`src/hdl/rgbhsl_pkg.sv`:
```
// Package for the RGB to HSL converter: constants, the divider lane type and
// the one-bit restoring division step shared by every cell of the chain.
// Depends on nothing.
package rgbhsl_pkg;

   localparam int unsigned HSL_FULL  = 255;
   localparam int unsigned HUE_GREY  = (HSL_FULL * 2) / 3;
   localparam int unsigned HUE_SIXTH = HSL_FULL / 6;
   localparam int unsigned HUE_THIRD = HSL_FULL / 3;
   localparam int unsigned DIV_STEPS = 8;

   typedef enum logic [1:0] {
      SECTOR_RED,
      SECTOR_GREEN,
      SECTOR_BLUE
   } sector_type;

   // One long division in flight: partial remainder, numerator bits still to
   // bring down, divisor and quotient built so far.
   typedef struct packed {
      logic [8:0] rem;
      logic [7:0] low;
      logic [8:0] den;
      logic [7:0] quo;
   } lane_type;

   typedef struct packed {
      lane_type   sat;
      lane_type   dr;
      lane_type   dg;
      lane_type   db;
      logic [7:0] light;
      logic       grey;
      sector_type sector;
   } work_type;

   function automatic lane_type div_step(lane_type l);
      lane_type   n;
      logic [9:0] t;
      n     = l;
      t     = {l.rem, l.low[7]};
      n.low = {l.low[6:0], 1'b0};
      if (t >= {1'b0, l.den}) begin
         n.rem = 9'(t - {1'b0, l.den});
         n.quo = {l.quo[6:0], 1'b1};
      end else begin
         n.rem = t[8:0];
         n.quo = {l.quo[6:0], 1'b0};
      end
      return n;
   endfunction

endpackage

```
`src/hdl/rgbhsl_if.sv`:
```
// Handshake interfaces for the RGB to HSL converter: request and response.
// Depends on nothing.
interface rgbhsl_req_if;
   logic       valid;
   logic       ready;
   logic [7:0] red;
   logic [7:0] green;
   logic [7:0] blue;
   modport source (output valid, output red, output green, output blue, input ready);
   modport sink   (input valid, input red, input green, input blue, output ready);
endinterface

interface rgbhsl_rsp_if;
   logic       valid;
   logic       ready;
   logic [7:0] hue;
   logic [7:0] saturation;
   logic [7:0] lightness;
   modport source (output valid, output hue, output saturation, output lightness,
                   input ready);
   modport sink   (input valid, input hue, input saturation, input lightness,
                   output ready);
endinterface

```
`src/hdl/rgbhsl_prep.sv`:
```
// Front stage: max, min, lightness and the four division operands.
// Depends on rgbhsl_pkg.
module rgbhsl_prep (
   input  logic                 clock,
   input  logic                 reset,
   input  logic                 advance,
   input  logic                 in_valid,
   input  logic [7:0]           red,
   input  logic [7:0]           green,
   input  logic [7:0]           blue,
   output logic                 out_valid,
   output rgbhsl_pkg::work_type out_work
);
   import rgbhsl_pkg::*;

   logic [7:0]  hi, lo, spread;
   logic [8:0]  sum, sat_den;
   logic [7:0]  light;
   logic [15:0] sat_num, dr_num, dg_num, db_num;
   logic        valid_ff;
   work_type    work_ff, work_in;

   function automatic logic [15:0] hue_num(logic [7:0] top, logic [7:0] chan,
                                           logic [7:0] spr);
      logic [15:0] prod;
      prod = 16'(8'(top - chan)) * 16'(HUE_SIXTH);
      return 16'(prod + 16'(spr[7:1]));
   endfunction

   always_comb begin
      hi = (red > green) ? red : green;
      lo = (red < green) ? red : green;
      if (blue > hi) hi = blue;
      if (blue < lo) lo = blue;
      sum     = 9'(hi) + 9'(lo);
      light   = 8'((10'(sum) + 10'd1) >> 1);
      spread  = 8'(hi - lo);
      sat_den = (light <= 8'(HSL_FULL / 2)) ? sum : 9'(10'(2 * HSL_FULL) - 10'(sum));
      sat_num = 16'(({8'd0, spread} << 8) - {8'd0, spread} + 16'(sat_den[8:1]));
      dr_num  = hue_num(hi, red, spread);
      dg_num  = hue_num(hi, green, spread);
      db_num  = hue_num(hi, blue, spread);

      work_in.sat = '{rem: {1'b0, sat_num[15:8]}, low: sat_num[7:0], den: sat_den, quo: '0};
      work_in.dr  = '{rem: {1'b0, dr_num[15:8]}, low: dr_num[7:0], den: {1'b0, spread},
                      quo: '0};
      work_in.dg  = '{rem: {1'b0, dg_num[15:8]}, low: dg_num[7:0], den: {1'b0, spread},
                      quo: '0};
      work_in.db  = '{rem: {1'b0, db_num[15:8]}, low: db_num[7:0], den: {1'b0, spread},
                      quo: '0};
      work_in.light = light;
      work_in.grey  = (hi == lo);
      if (red == hi)        work_in.sector = SECTOR_RED;
      else if (green == hi) work_in.sector = SECTOR_GREEN;
      else                  work_in.sector = SECTOR_BLUE;
   end

   always_ff @(posedge clock) begin
      if (reset) begin
         valid_ff <= 1'b0;
      end else if (advance) begin
         valid_ff <= in_valid;
      end
      if (advance) begin
         work_ff <= work_in;
      end
   end

   assign out_valid = valid_ff;
   assign out_work  = work_ff;
endmodule

```
`src/hdl/rgbhsl_cell.sv`:
```
// One cell of the division chain: one quotient bit for each of the four lanes.
// Depends on rgbhsl_pkg.
module rgbhsl_cell (
   input  logic                 clock,
   input  logic                 reset,
   input  logic                 advance,
   input  logic                 in_valid,
   input  rgbhsl_pkg::work_type in_work,
   output logic                 out_valid,
   output rgbhsl_pkg::work_type out_work
);
   import rgbhsl_pkg::*;

   logic     valid_ff;
   work_type work_ff, work_in;

   always_comb begin
      work_in     = in_work;
      work_in.sat = div_step(in_work.sat);
      work_in.dr  = div_step(in_work.dr);
      work_in.dg  = div_step(in_work.dg);
      work_in.db  = div_step(in_work.db);
   end

   always_ff @(posedge clock) begin
      if (reset) begin
         valid_ff <= 1'b0;
      end else if (advance) begin
         valid_ff <= in_valid;
      end
      if (advance) begin
         work_ff <= work_in;
      end
   end

   assign out_valid = valid_ff;
   assign out_work  = work_ff;
endmodule

```
`src/hdl/rgb_to_hsl_integer_unit.sv`:
```
// Top level of the RGB to HSL converter: front stage, division chain, output.
// Depends on rgbhsl_pkg, rgbhsl_if, rgbhsl_prep and rgbhsl_cell.
//
// Usage. Requests arrive on req_bus carrying one 8-bit red, green and blue
// pixel; each request yields exactly one response on rsp_bus with hue,
// saturation and lightness, all scaled 0 to 255, in request order.
// A request is taken at a rising edge with valid and ready both high.
// Pipeline: the front stage registers a request at the edge that takes it,
// then eight division cells and one output register follow.
// Throughput: one request per cycle while the output is not stalled; the
// eight cells each settle one quotient bit of four restoring divisions, so
// eight requests are in flight at once inside the chain.
// Stalls: the whole pipe moves as one. When the output register holds a
// response that is not taken, every stage holds and req_bus.ready drops;
// it rises again in the cycle the response is taken.
// Reset: synchronous and active high; it empties the pipe, and no response
// is presented until new requests have been taken.
module rgb_to_hsl_integer_unit (
   input logic         clock,
   input logic         reset,
   rgbhsl_req_if.sink   req_bus,
   rgbhsl_rsp_if.source rsp_bus
);
   import rgbhsl_pkg::*;

   logic       advance;
   logic       stage_valid [DIV_STEPS+1];
   work_type   stage_work  [DIV_STEPS+1];
   logic       rsp_valid_ff;
   logic [7:0] hue_ff, sat_ff, light_ff;
   logic [7:0] hue_in;
   logic [8:0] hue_wide;
   work_type   last;

   // The pipe advances whenever the output register is free or being emptied.
   assign advance       = !rsp_valid_ff || rsp_bus.ready;
   assign req_bus.ready = advance;

   rgbhsl_prep u_prep (
      .clock     (clock),
      .reset     (reset),
      .advance   (advance),
      .in_valid  (req_bus.valid),
      .red       (req_bus.red),
      .green     (req_bus.green),
      .blue      (req_bus.blue),
      .out_valid (stage_valid[0]),
      .out_work  (stage_work[0])
   );

   for (genvar i = 0; i < DIV_STEPS; i++) begin : g_cell
      rgbhsl_cell u_cell (
         .clock     (clock),
         .reset     (reset),
         .advance   (advance),
         .in_valid  (stage_valid[i]),
         .in_work   (stage_work[i]),
         .out_valid (stage_valid[i+1]),
         .out_work  (stage_work[i+1])
      );
   end

   assign last = stage_work[DIV_STEPS];

   // The hue deltas never exceed a sixth of a turn, so each sector lands
   // in its own range and no wrap beyond a full turn can occur. A negative
   // red-sector hue is lifted by a full turn.
   always_comb begin
      unique case (last.sector)
         SECTOR_RED: begin
            if (last.db.quo >= last.dg.quo) begin
               hue_wide = 9'(last.db.quo) - 9'(last.dg.quo);
            end else begin
               hue_wide = 9'(HSL_FULL) + 9'(last.db.quo) - 9'(last.dg.quo);
            end
         end
         SECTOR_GREEN: begin
            hue_wide = 9'(HUE_THIRD) + 9'(last.dr.quo) - 9'(last.db.quo);
         end
         SECTOR_BLUE: begin
            hue_wide = 9'(HUE_GREY) + 9'(last.dg.quo) - 9'(last.dr.quo);
         end
         default: begin
            hue_wide = 9'(HUE_GREY);
         end
      endcase
      hue_in = last.grey ? 8'(HUE_GREY) : hue_wide[7:0];
   end

   always_ff @(posedge clock) begin
      if (reset) begin
         rsp_valid_ff <= 1'b0;
      end else if (advance) begin
         rsp_valid_ff <= stage_valid[DIV_STEPS];
      end
      if (advance) begin
         hue_ff   <= hue_in;
         sat_ff   <= last.grey ? 8'd0 : last.sat.quo;
         light_ff <= last.light;
      end
   end

   assign rsp_bus.valid      = rsp_valid_ff;
   assign rsp_bus.hue        = hue_ff;
   assign rsp_bus.saturation = sat_ff;
   assign rsp_bus.lightness  = light_ff;

`ifndef SYNTH
   // Hue deltas leaving the chain are bounded by a sixth of a turn.
   a_delta_bound: assert property (@(posedge clock) disable iff (reset)
      stage_valid[DIV_STEPS] && !last.grey |->
         (last.dr.quo <= 8'(HUE_SIXTH)) && (last.dg.quo <= 8'(HUE_SIXTH)) &&
         (last.db.quo <= 8'(HUE_SIXTH)))
      else $error("hue delta out of range");

   // A coloured pixel always has non-zero saturation.
   a_sat_nonzero: assert property (@(posedge clock) disable iff (reset)
      advance && stage_valid[DIV_STEPS] && !last.grey |=> rsp_bus.saturation != 8'd0)
      else $error("zero saturation for a coloured pixel");

   // Green-sector hue stays within its third of the circle.
   a_green_range: assert property (@(posedge clock) disable iff (reset)
      advance && stage_valid[DIV_STEPS] && !last.grey && last.sector == SECTOR_GREEN |=>
         (rsp_bus.hue >= 8'd43) && (rsp_bus.hue <= 8'd127))
      else $error("green-sector hue out of range");

   // A held response and the front stage's valid bit keep their values while the pipe is stalled.
   a_hold: assert property (@(posedge clock) disable iff (reset)
      !advance |=> $stable(hue_ff) && $stable(sat_ff) && $stable(light_ff) &&
                   $stable(stage_valid[0]))
      else $error("pipe moved during a stall");
`endif
endmodule
```
`src/flat_wrapper.sv`:
```
// flat-port wrapper written by rule: the top's interface ports become plain ports
module rgb_to_hsl_integer_unit_flat import rgbhsl_pkg::*;
  (clock, reset, req_bus_valid, req_bus_red, req_bus_green, req_bus_blue, req_bus_ready, rsp_bus_valid, rsp_bus_hue, rsp_bus_saturation, rsp_bus_lightness, rsp_bus_ready);
  rgbhsl_req_if req_bus_i ();
  rgbhsl_rsp_if rsp_bus_i ();
  input logic clock;
  input logic reset;
  input wire logic [$bits(req_bus_i.valid)-1:0] req_bus_valid;
  input wire logic [$bits(req_bus_i.red)-1:0] req_bus_red;
  input wire logic [$bits(req_bus_i.green)-1:0] req_bus_green;
  input wire logic [$bits(req_bus_i.blue)-1:0] req_bus_blue;
  output wire logic [$bits(req_bus_i.ready)-1:0] req_bus_ready;
  output wire logic [$bits(rsp_bus_i.valid)-1:0] rsp_bus_valid;
  output wire logic [$bits(rsp_bus_i.hue)-1:0] rsp_bus_hue;
  output wire logic [$bits(rsp_bus_i.saturation)-1:0] rsp_bus_saturation;
  output wire logic [$bits(rsp_bus_i.lightness)-1:0] rsp_bus_lightness;
  input wire logic [$bits(rsp_bus_i.ready)-1:0] rsp_bus_ready;
  assign req_bus_i.valid = req_bus_valid;
  assign req_bus_i.red = req_bus_red;
  assign req_bus_i.green = req_bus_green;
  assign req_bus_i.blue = req_bus_blue;
  assign req_bus_ready = req_bus_i.ready;
  assign rsp_bus_valid = rsp_bus_i.valid;
  assign rsp_bus_hue = rsp_bus_i.hue;
  assign rsp_bus_saturation = rsp_bus_i.saturation;
  assign rsp_bus_lightness = rsp_bus_i.lightness;
  assign rsp_bus_i.ready = rsp_bus_ready;
  rgb_to_hsl_integer_unit u_core (.clock(clock), .reset(reset), .req_bus(req_bus_i), .rsp_bus(rsp_bus_i));
endmodule
```
`config.mk`:
```
export PLATFORM = sky130hd
export DESIGN_NAME = rgb_to_hsl_integer_unit_flat
export DESIGN_NICKNAME = d
export VERILOG_FILES = /design/src/hdl/rgbhsl_pkg.sv /design/src/hdl/rgbhsl_if.sv /design/src/hdl/rgbhsl_prep.sv /design/src/hdl/rgbhsl_cell.sv /design/src/hdl/rgb_to_hsl_integer_unit.sv /design/src/flat_wrapper.sv
export SDC_FILE = /design/constraint.sdc
export NUM_CORES = 2
export LEC_CHECK = 0
export BUFFER_PORTS_ARGS = -buffer_cell sky130_fd_sc_hd__buf_2
export CORE_MARGIN = 1.5
export CORE_UTILIZATION = 60
export CTS_BUF_LIST = sky130_fd_sc_hd__clkbuf_16
export DETAILED_ROUTE_END_ITERATION = 6
export PLACE_DENSITY = 0.76
export SLEW_MARGIN = 15
export SYNTH_ARGS = -nofsm -noshare
export SYNTH_HDL_FRONTEND = slang
export SYNTH_SLANG_ARGS = --single-unit
```
`constraint.sdc`:
```
create_clock -name clock -period 26.7 [get_ports clock]
set_input_delay 2.67 -clock clock [delete_from_list [all_inputs] [get_ports clock]]
set_output_delay 2.67 -clock clock [all_outputs]
set_load 0.1 [all_outputs]
```
==> flow_metrics.tcl <==
set metrics [dict create \
    worstPathArrival_ns 11.96 \
    worst_pin_slew_ns 1.155 \
    cp-end-kind "flop" \
    synth_cells 3716 \
    grt_pass1_vias 27984 \
    dominantRegCellSynth "edfxtp_1" \
    finalWorstPathRequiredPeriod_ns 11.59 \
    place.port_buffers 53 \
    drtAntennaViolNets 0 \
    synth-edff-count 796 \
    fmax_mhz 86.28 \
    crit_family "compound AO/OA/AOI/OAI gates" \
    layout_common_cells "796 x edfxtp_1, 461 x inv_1, 461 x ha_1, 216 x nor2_1, 200 x o21ai_0" \
    nNetsFinal 4380 \
    syn2layout_area_growth_pct 9.038 \
    num_rows 100 \
    hold_viol_final 0 \
    reg2regPathDepth 5 \
    core_mm2 0.07482 \
    synth.area.top_cells "edfxtp_1 52%, ha_1 13%, mux2_2 4.1%" \
    synth-async-reset-ratio 0 \
    cts_root_buf "clkbuf_16" \
    clockBufferDepth 3 \
    antenna_cells 0 \
    cp_max_fo 15 \
    synth-adder-area-share 0.1487 \
    hp-class "reg2reg" \
    drv_slew 0 \
    rsz0062_at_grt "false" \
    crit_top_cell "a21oi_1" \
    clk_pin_slew_ns 0.06 \
    firstDrtPassIters 5 \
    antenna_found_initial 0 \
    place_congestion 0.9087 \
    grt_max_degree 110 \
    ys_ff_latch 806 \
    synth_compound_area_frac 0.09381 \
    cts_resized 0 \
    slowest_stage "a21oi_1" \
    synth_cell_types 77 \
    yosys_warnings 0 \
    finalCritPeriodShare 0.4341 \
    dp_hpwl_um 62590 \
    via_count 27497 \
    cts-hold-fix-buffers 0 \
    drc_errors 0 \
    cts_max_level 3 \
    seq_area_frac_synth 0.5294 \
    start_util 0.6085 \
    clock_latency_ns 0.64 \
    cts_tree "yes" \
    cts_setup_buffers 0 \
    slowest_delay_ns 0.91 \
    cts_buffers 82 \
    tns_ns 0 \
    setup_viol 0 \
    hold_depth 0 \
    die-area_mm2 0.07755 \
    path_buf_inv 3 \
    synthSimpleGateAreaFrac 0.08538 \
    slew_headroom 0.2303 \
    synth_top_family_by_area "adder cells" \
    fp.dieW_um 278.5 \
    cp_data_required_time_ns 27.07 \
    grt_usage 0.2178 \
    wirelength_um 83670 \
    io_pins 54 \
    drive_gt1_frac 0.1056 \
    drt_iter0_markers 1504 \
    yosys.area.top_type "edfxtp_1" \
    synth_top_area_share 0.5250 \
    drv_cap 0 \
    wl_per_cell_um 17.17 \
    syn_area_per_cell_um2 12.25 \
    start_kind "input port" \
    skew_ns 0.02225 \
    crit_cells 35 \
    synth.cell_area_mm2 0.04553 \
    muxShareOfSynthArea 0.05944 \
    final_common_cell "edfxtp_1" \
    synth-xor-area-share 0.04408 \
    grt_pass1_wl_um 136300 \
    outcome "complete, no violations" \
    vias_per_cell 5.644 \
    clkSinkCount 806 \
    dieHeight_um 278.5 \
    syn-num-nets 4255 \
    overflow 0 \
    setup.worst_path.class "in2reg" \
]
## worst register-to-register path: stages (launching register included)
cell and delay (ns):
dfxtp_1 0.30, nor2b_1 0.28, inv_8 0.54, buf_4 0.91
buf_4 0.93, buf_4 0.89
## kinds of logic after synthesis
| group | after synthesis |
|---|---|
| compound gates | 682 |
| fa+ha+maj | 511 |
| simple gates | 769 |
| mux | 249 |
| buf+inv | 472 |
| xor+xnor | 227 |
| flops | 806 |
## Yosys cell counts, drive strengths merged (7+ instances only)
library cell	instances
mux2i	81
a211oi	16
nand3	38
xor2	75
nor3	80
nor2b	106
edfxtp	796
o21ai	209
o21bai	28
inv	445
clkbuf	22
dfxtp	10
o31ai	8
nor4	7
mux2	168
and4	7
xnor2	152
nor2	216
a31oi	14
nand4	55
a21oi	179
a21o	69
nand2	150
a21boi	59
fa	50
or3	19
o41ai	10
nor3b	7
o31a	7
o21a	33
or2	32
nand2b	21
ha	461
## per-layer routing
layer / track usage / part of all wire / vias to the layer above
met4: 0.08710 / 0.036 / 0
met1: 0.2638 / 0.43 / 12956
met3: 0.02720 / 0.035 / 192
met5: 0 / 0 / -
li1: - / - / 13772
met2: 0.3941 / 0.50 / 577
## final timing paths
kind / start / end / slack [ns]
min reg2reg: u_core.g_cell[0].u_cell.out_work[8] / u_core.g_cell[1].u_cell.out_work[8] / 0.41
max: req_bus_green[6] / u_core.u_prep.out_work[144] / 15.11
min: u_core.g_cell[0].u_cell.out_work[8] / u_core.g_cell[1].u_cell.out_work[8] / 0.41
max reg2reg: u_core.rsp_bus.valid / u_core.g_cell[0].u_cell.out_work[72] / 22.42
## flip-flops by register name (all words and copies together), names as in the netlist
| signal | cells |
|---|---|
| u_core.rsp_bus.hue | 8 |
| u_core.g_cell.u_cell.out_work | 687 |
| u_core.rsp_bus.saturation | 8 |
| u_core.u_prep.out_work | 85 |
| u_core.g_cell.u_cell.out_valid | 8 |
| u_core.rsp_bus.valid | 1 |
| u_core.rsp_bus.lightness | 8 |
| u_core.u_prep.out_valid | 1 |
## cell type report
class	instances	area [µm²]
Fill cell	5459	25170
Sequential cell	806	24100
Multi-Input combinational cell	2438	19650
Clock buffer	82	2052
Inverter	446	1682
Tap cell	969	1212
Clock inverter	64	575.6
Timing Repair Buffer	67	370.4
## metrics by stage
stage / worst slack [ns] / hold WS, ns / std cells / area, µm² / util
final: 15.11 / 0.4121 / 4872 / 49650 / 0.6635
after detailed placement: 14.53 / 0.4045 / 4726 / 47010 / 0.6283
after global placement: 14.80 / 0.4002 / 4726 / 47010 / 0.6283
after global routing: 14.27 / 0.4206 / 4872 / 49650 / 0.6635
after CTS: 15.20 / 0.4120 / 4872 / 49640 / 0.6634
after floorplan: 2.490 / 0.4003 / 3716 / 45530 / -
Power is not shown: default switching activity piles up to over one toggle a cycle in this logic, so the estimate is an artifact.
